### config.mk
export PLATFORM = sky130hd
export DESIGN_NAME = tcw_front_flat
export DESIGN_NICKNAME = d
export VERILOG_FILES = /design/src/rtl/core/tcw_pkg.sv /design/src/rtl/core/tcw_if.sv /design/src/rtl/core/tcw_front.sv /design/src/flat_wrapper.sv
export SDC_FILE = /design/constraint.sdc
export NUM_CORES = 1
export LEC_CHECK = 0
export BUFFER_PORTS_ARGS = -buffer_cell sky130_fd_sc_hd__buf_2
export CORE_MARGIN = 2
export CORE_UTILIZATION = 55
export CTS_CLUSTER_SIZE = 8
export DETAILED_ROUTE_END_ITERATION = 6
export GPL_ROUTABILITY_DRIVEN = 1
export PLACE_DENSITY = 0.79
export SLEW_MARGIN = 5
export SYNTH_ARGS = -nofsm -noshare
export SYNTH_HDL_FRONTEND = slang
export SYNTH_SLANG_ARGS = --single-unit
export TNS_END_PERCENT = 5
### constraint.sdc
create_clock -name clk -period 3.4 [get_ports clk]
set_input_delay 0.34 -clock clk [delete_from_list [all_inputs] [get_ports clk]]
set_output_delay 0.34 -clock clk [all_outputs]
set_load 0.005 [all_outputs]
### src/rtl/core/tcw_pkg.sv
// Package for the text console character writer: screen geometry, field widths,
// transaction and queue types, character codes and state encodings.
// No dependencies.
package tcw_pkg;

	localparam int unsigned COLUMNS = 80;
	localparam int unsigned ROWS    = 25;
	localparam int unsigned CELLS   = ROWS * COLUMNS;
	localparam int unsigned ADDR_W  = $clog2(CELLS);
	localparam int unsigned ROW_W   = 5;
	localparam int unsigned COL_W   = 7;
	localparam int unsigned CHAR_W  = 8;
	localparam int unsigned ATTR_W  = 8;
	localparam int unsigned CELL_W  = CHAR_W + ATTR_W;
	localparam int unsigned TABW_W  = 5;
	localparam int unsigned CFGI_W  = 2;
	localparam int unsigned CFGD_W  = 8;

	localparam logic [CHAR_W-1:0] CH_BACKSPACE = 8'h08;
	localparam logic [CHAR_W-1:0] CH_TAB       = 8'h09;
	localparam logic [CHAR_W-1:0] CH_NEWLINE   = 8'h0a;
	localparam logic [CHAR_W-1:0] CH_BLANK     = 8'h20;
	localparam logic [CHAR_W-1:0] CH_NUL       = 8'h00;

	localparam logic [ATTR_W-1:0] ATTR_RESET = 8'h0f;
	localparam logic [TABW_W-1:0] TABW_RESET = 5'd4;

	typedef enum logic [1:0] {
		ACT_PUT  = 2'd0,
		ACT_SET  = 2'd1,
		ACT_READ = 2'd2,
		ACT_NONE = 2'd3
	} action_t;

	typedef enum logic [CFGI_W-1:0] {
		CFG_ATTR = 2'd0,
		CFG_TABW = 2'd1
	} cfg_index_t;

	typedef enum logic [2:0] {
		K_NOP       = 3'd0,
		K_PUT       = 3'd1,
		K_BACKSPACE = 3'd2,
		K_TAB       = 3'd3,
		K_NEWLINE   = 3'd4,
		K_SET       = 3'd5,
		K_READ      = 3'd6
	} kind_t;

	typedef enum logic [3:0] {
		S_CLEAR     = 4'd0,
		S_IDLE      = 4'd1,
		S_DISPATCH  = 4'd2,
		S_READ_WAIT = 4'd3,
		S_BS_WRITE  = 4'd4,
		S_BS_READ   = 4'd5,
		S_BS_CHECK  = 4'd6,
		S_TAB_DIV   = 4'd7,
		S_TAB_FILL  = 4'd8,
		S_SCR_RD    = 4'd9,
		S_SCR_WR    = 4'd10,
		S_SCR_BLANK = 4'd11,
		S_DONE      = 4'd12
	} state_t;

	typedef struct packed {
		logic [1:0]        action;
		logic [CHAR_W-1:0] char_code;
		logic [ROW_W-1:0]  target_row;
		logic [COL_W-1:0]  target_column;
	} cmd_item_t;

	typedef struct packed {
		logic [ROW_W-1:0]  cursor_row;
		logic [COL_W-1:0]  cursor_column;
		logic [CHAR_W-1:0] cell_char;
		logic [ATTR_W-1:0] cell_attribute;
	} rsp_item_t;

	typedef struct packed {
		kind_t             kind;
		logic [CHAR_W-1:0] char_code;
		logic [ROW_W-1:0]  row;
		logic [COL_W-1:0]  col;
	} cmd_t;

	typedef struct packed {
		logic valid;
		cmd_t cmd;
	} queue_head_t;

	function automatic logic [ADDR_W-1:0] cell_addr(input logic [ROW_W-1:0] row,
			input logic [COL_W-1:0] col);
		return ADDR_W'(ADDR_W'(row) * ADDR_W'(COLUMNS) + ADDR_W'(col));
	endfunction

endpackage

### src/rtl/core/tcw_if.sv
// Channel interfaces of the text console character writer: command, response
// and configuration write. Depends on tcw_pkg.
interface tcw_cmd_if;
	logic                valid;
	logic                ready;
	tcw_pkg::cmd_item_t  item;
	modport source (output valid, output item, input ready);
	modport sink (input valid, input item, output ready);
endinterface


### src/rtl/core/tcw_front.sv
// Front end: accepts command transactions, classifies them and queues them
// (two entries) for the back end. Depends on tcw_pkg and tcw_if.
module tcw_front (
	input  logic                 clk,
	input  logic                 arst_n,
	tcw_cmd_if.sink              cmd,
	input  logic                 clearing,
	input  logic                 pop,
	output tcw_pkg::queue_head_t head
);

	tcw_pkg::cmd_t  cls;
	tcw_pkg::cmd_t  entry_q [2];
	logic           wr_ptr_q;
	logic           rd_ptr_q;
	logic [1:0]     count_q;
	logic           push;
	logic           row_ok;
	logic           col_ok;

	assign row_ok = cmd.item.target_row < tcw_pkg::ROW_W'(tcw_pkg::ROWS);
	assign col_ok = cmd.item.target_column < tcw_pkg::COL_W'(tcw_pkg::COLUMNS);

	always_comb begin
		cls.kind      = tcw_pkg::K_NOP;
		cls.char_code = cmd.item.char_code;
		cls.row       = cmd.item.target_row;
		cls.col       = cmd.item.target_column;
		unique case (tcw_pkg::action_t'(cmd.item.action))
			tcw_pkg::ACT_PUT: begin
				priority if (cmd.item.char_code == tcw_pkg::CH_BACKSPACE) begin
					cls.kind = tcw_pkg::K_BACKSPACE;
				end else if (cmd.item.char_code == tcw_pkg::CH_TAB) begin
					cls.kind = tcw_pkg::K_TAB;
				end else if (cmd.item.char_code == tcw_pkg::CH_NEWLINE) begin
					cls.kind = tcw_pkg::K_NEWLINE;
				end else begin
					cls.kind = tcw_pkg::K_PUT;
				end
			end
			tcw_pkg::ACT_SET: begin
				cls.kind = tcw_pkg::K_SET;
				if (!row_ok) begin
					cls.row = tcw_pkg::ROW_W'(tcw_pkg::ROWS - 1);
				end
				if (!col_ok) begin
					cls.col = tcw_pkg::COL_W'(tcw_pkg::COLUMNS - 1);
				end
			end
			tcw_pkg::ACT_READ: begin
				cls.kind = (row_ok && col_ok) ? tcw_pkg::K_READ : tcw_pkg::K_NOP;
			end
			tcw_pkg::ACT_NONE: begin
				cls.kind = tcw_pkg::K_NOP;
			end
			default: begin
				cls.kind = tcw_pkg::K_NOP;
			end
		endcase
	end

	assign cmd.ready  = (count_q != 2'd2) && !clearing;
	assign push       = cmd.valid && cmd.ready;
	assign head.valid = count_q != 2'd0;
	assign head.cmd   = entry_q[rd_ptr_q];

	always_ff @(posedge clk or negedge arst_n) begin
		if (!arst_n) begin
			wr_ptr_q <= 1'b0;
			rd_ptr_q <= 1'b0;
			count_q  <= 2'd0;
		end else begin
			if (push) begin
				wr_ptr_q <= !wr_ptr_q;
			end
			if (pop) begin
				rd_ptr_q <= !rd_ptr_q;
			end
			unique case ({push, pop})
				2'b10:   count_q <= count_q + 2'd1;
				2'b01:   count_q <= count_q - 2'd1;
				default: count_q <= count_q;
			endcase
		end
	end

	always_ff @(posedge clk) begin
		if (push) begin
			entry_q[wr_ptr_q] <= cls;
		end
	end

endmodule

### src/flat_wrapper.sv
// flat-port wrapper written by rule: the top's interface ports become plain ports
module tcw_front_flat 
  (clk, arst_n, clearing, pop, head, cmd_valid, cmd_item, cmd_ready);
  tcw_cmd_if cmd_i ();
  input  logic clk;
  input  logic arst_n;
  input  logic clearing;
  input  logic pop;
  output tcw_pkg::queue_head_t head;
  input wire logic [$bits(cmd_i.valid)-1:0] cmd_valid;
  input wire logic [$bits(cmd_i.item)-1:0] cmd_item;
  output wire logic [$bits(cmd_i.ready)-1:0] cmd_ready;
  assign cmd_i.valid = cmd_valid;
  assign cmd_i.item = cmd_item;
  assign cmd_ready = cmd_i.ready;
  tcw_front u_core (.clk(clk), .arst_n(arst_n), .cmd(cmd_i), .clearing(clearing), .pop(pop), .head(head));
endmodule
Word level (Yosys, flattened, before mapping)
Memory sizes are Yosys's and may differ from the RTL's.
Cells that the tools add are included.

storage, ports and cells
  flip-flop bits (word level) = 4
  bits in writable memories = 46
  memories kept = 1
  logic and storage cells = 37

memory list
  name            words  bits a word  read ports  clocked after Yosys merged registers in  write ports  RTL line         text
  u_core.entry_q  2      23           1           0                                        1            tcw_front.sv:13  tcw_pkg::cmd_t entry_q [2];

cells by class
  add/subtract/negate cells = 2
  magnitude comparators = 2
  muxes and demuxes = 11
  reduce and logical (&&, ||, !) cells = 9
  equality and inequality tests = 9

operator list
  cell                 count
  $eq 8x4->1 const B   3
  $mux 12              1
  $mux 3               4
  $pmux 3 s4           1
  $lt 7x7->1 const B   1
  $mux 7               1
  $eq 2x2->1 const B   3
  $lt 5x5->1 const B   1
  $mux 5               1
  $eq 2x1->1 const B   2
  $pmux 2 s2           1
  $reduce_bool 2->1    2
  $logic_and 1x1->1    3
  $logic_not 1->1      3
  $add 2x1->2 const B  1
  $logic_not 2->1      1
  $mux 1               2
  $ne 2x2->1 const B   1
  $sub 2x1->2 const B  1

Depth between registers and ports, before layout
  depth after elaboration = 5
  gate-level depth with buffers = 6
  mapped depth without buffers = 6

Worst setup path after synthesis
Ideal clock, no wire load.

  path type = reg2reg
  from = register u_core.count_q[1]
  to = memory u_core.entry_q[0][0] (netlist bit) (enable)
  period minus slack after synthesis = 2005 ps
  stages on the path, launching flop included = 4
  data arrival time = 1602 ps
  slack = 1395 ps
  cells stage by stage = dfrtp_1 -> inv_1 -> o211ai_2 -> nor2_1

between the ends
  word-level cells in the longest chain between the ends = 5

ends and longest elaborated chain
  element                       RTL line         text
  from (decl)                   tcw_front.sv:16  logic [1:0] count_q;
  from (signal assigned)        tcw_front.sv:80  2'b10: count_q <= count_q + 2'd1;
  from (signal assigned)        tcw_front.sv:81  2'b01: count_q <= count_q - 2'd1;
  from (signal assigned)        tcw_front.sv:82  default: count_q <= count_q;
  $ne 2x2->1                    tcw_front.sv:62  assign cmd.ready = (count_q != 2'd2) && !clearing;
  $logic_and 1x1->1             tcw_front.sv:62
  $logic_and 1x1->1             tcw_front.sv:63  assign push = cmd.valid && cmd.ready;
  $mux 1                        tcw_front.sv:88  if (push) begin
  $mux 1 (implied by the code)  tcw_front.sv:89  entry_q[wr_ptr_q] <= cls;
  to (decl)                     tcw_front.sv:13

Every way passes these cells.

==> impl_metrics.tcl <==
set metrics [dict create \
    syn_area_per_cell_um2 17.7 \
    synth-async-reset-ratio 0.0800 \
    nets 203 \
    synth_edf_count 46 \
    yosysSeqAreaShare 0.697 \
    dp.final_hpwl_mm 2.44 \
    final_max_slew_viol_count 0 \
    synth_simple_gate_area_frac 0.0695 \
    cp-end-kind "output pin" \
    worstPathCellList "buf_4 -> mux2_1 -> buf_2" \
    synth_compound_area_frac 0.0277 \
    status "complete, no violations" \
    path_clk_slew_ns 0.08 \
    swShare 0.259 \
    antenna_found_initial 0 \
    setup_viol 0 \
    p_sw_uw 448 \
    drive_gt1_frac 0.472 \
    hold_class "in2reg" \
    post-route-period-util 0.608 \
    grt_max_degree 24 \
    finalWorstSetupSlack_ns 1.33 \
    cts.sinks 50 \
    clk_latency_ns 0.29 \
    final_common_cell "buf_2" \
    drt_iter0_markers 72 \
    final_core_util 0.687 \
    overflow 0 \
    synth_xor_area_frac 0.0206 \
    die_area_mm2 0.00438 \
    max_stage_delay_ns 0.56 \
    placedCellCount 215 \
    drtPass1Iterations 5 \
    cp.arrival_ns 1.73 \
    postLayoutCellArea_mm2 0.00253 \
    layout_common_cells "buf_2, edfxtp_1, mux2_4, nor2_1" \
    die_y_um 66.2 \
    critPathTopFamily "flip-flops" \
    wirelength_mm 3.42 \
    worst_pin_slew_ns 1.09 \
    setup_tns_ns 0 \
    start_kind "flop" \
    critPathKind "reg2out" \
    postRouteAntennaNets 0 \
    cts_tree "built" \
    cts_setup_buffers 0 \
    ys_types 29 \
    dp_slack_ns 1.44 \
    p_comb_frac 0.295 \
    num-fill-cells 250 \
    ir_worst_vdd_uv 484 \
    clock_path_buffers 2 \
    insertedDiodeCount 0 \
    p_leak_nw 1.01 \
    cts-root-buf "clkbuf_8" \
    path_max_fanout 18 \
    syn-num-nets 148 \
    syn_inst 120 \
    fin_total_pwr_mw 1.73 \
    slew_headroom 0.272 \
    fin_cells 224 \
    p_per_area_mw_per_mm2 684 \
    crit_buf_inv 2 \
    via_count 1148 \
    fin_hold_ws_ns 0.253 \
    yosysWarnings 0 \
    htreeDepth 2 \
    area_growth_pct 19.3 \
    rsz0062_at_grt "false" \
    gp_congestion 0.714 \
    synth_adder_area_share 0.00589 \
    synth_top_family_by_area "multiplexers" \
    drc_errors 0 \
    pwr-share-clk 0.224 \
    grt_usage 0.174 \
    vias_per_cell 5.13 \
    grt_first_pass_wirelength_mm 5.33 \
    period_minus_slack_ns 2.07 \
    core_mm2 0.00369 \
    hold_buffers 1 \
    required_ns 3.06 \
    cts_made_buffers 5 \
    port_buffers 51 \
    dpl_cell_area_mm2 0.00242 \
    die_x_um 66.2 \
    ys_ff_latch 50 \
    cpMaxStageDelayCell "dfrtp_1" \
    ioPinCount 52 \
    syn_area_mm2 0.00212 \
    cts-resized-gates 0 \
    fmax_ghz 0.484 \
    grt_pass1_vias 1123 \
    finalClockSkew_ns 0.00318 \
    synthFlopType "edfxtp_1" \
    hold_viol 0 \
    wl_per_cell_um 15.3 \
    initial_core_util 0.576 \
    p_int_mw 1.29 \
    max_cap_viol_count 0 \
    rows 22 \
    power_frac_seq 0.481 \
    synth_mux_area_frac 0.155 \
]
[power groups by stage]
stage | sequential, mW | clock, mW | combinational, mW
6_report | 0.834 | 0.388 | 0.511
5_1_grt | 0.846 | 0.423 | 0.557
4_1_cts | 0.836 | 0.400 | 0.521
3_5_place_dp | 0.849 | 0 | 0.516
3_3_place_gp | 0.840 | 0 | 0.507
2_1_floorplan | 0.817 | 0 | 0.383
[final timing paths]
kind                              startpoint               endpoint  slack (ns)  cells after the start
hold reg to reg              u_core.wr_ptr_q        u_core.wr_ptr_q        0.54                      1
setup / recovery             u_core.rd_ptr_q               head[17]        1.33                      3
setup reg to reg           u_core.count_q[0]   u_core.entry_q[1][8]        1.44                      3
hold / removal                  cmd_item[15]  u_core.entry_q[0][15]        0.25                      1
min in group asynchronous             arst_n      u_core.count_q[0]        0.38                      2
max in group asynchronous             arst_n        u_core.rd_ptr_q        2.90                      2
[area by class of cell]
cell class              count  area (µm²)  share of cell area
inverters                   3        11.3             0.00444
well taps                  48        60.1              0.0237
clock buffers               7        76.3              0.0301
multi-input cells          61         596               0.235
clock inverters             1        30.0              0.0118
flip-flops and latches     50        1480               0.584
repair buffers             54         280               0.111
[layer usage]
layer  track usage  part of all wire  up-vias
met5             0                 0        -
met4        0.0714             0.017        0
met3        0.0579             0.072        6
met2         0.293              0.53       42
met1         0.204              0.38      543
li1              -                 -      557
[cell usage after synthesis (all sizes together), types with 2 or more instances]
library cell | count | share of area
mux2 | 23 | 0.16
dfrtp | 4 | 0.047
xnor2 | 4 | 0.016
inv | 3 | 0.0053
buf | 3 | 0.013
nor2 | 7 | 0.012
or2 | 4 | 0.012
a21oi | 2 | 0.0065
and2 | 5 | 0.015
edfxtp | 46 | 0.65
nand3 | 2 | 0.0047
a31oi | 2 | 0.0059
clkbuf | 3 | 0.0053
[sequential cells by signal (all words and copies together) (netlist names)]
register and count:
u_core.wr_ptr_q 1, u_core.count_q 2, u_core.rd_ptr_q 1, u_core.entry_q 46
[kinds of logic after synthesis]
kind of cell    Yosys count
simple gates             24
xor+xnor                  5
compound gates            8
fa+ha+maj                 1
mux                      23
buf+inv                   9
flops                    50
No activity file was read; power rests on OpenSTA's default activity.
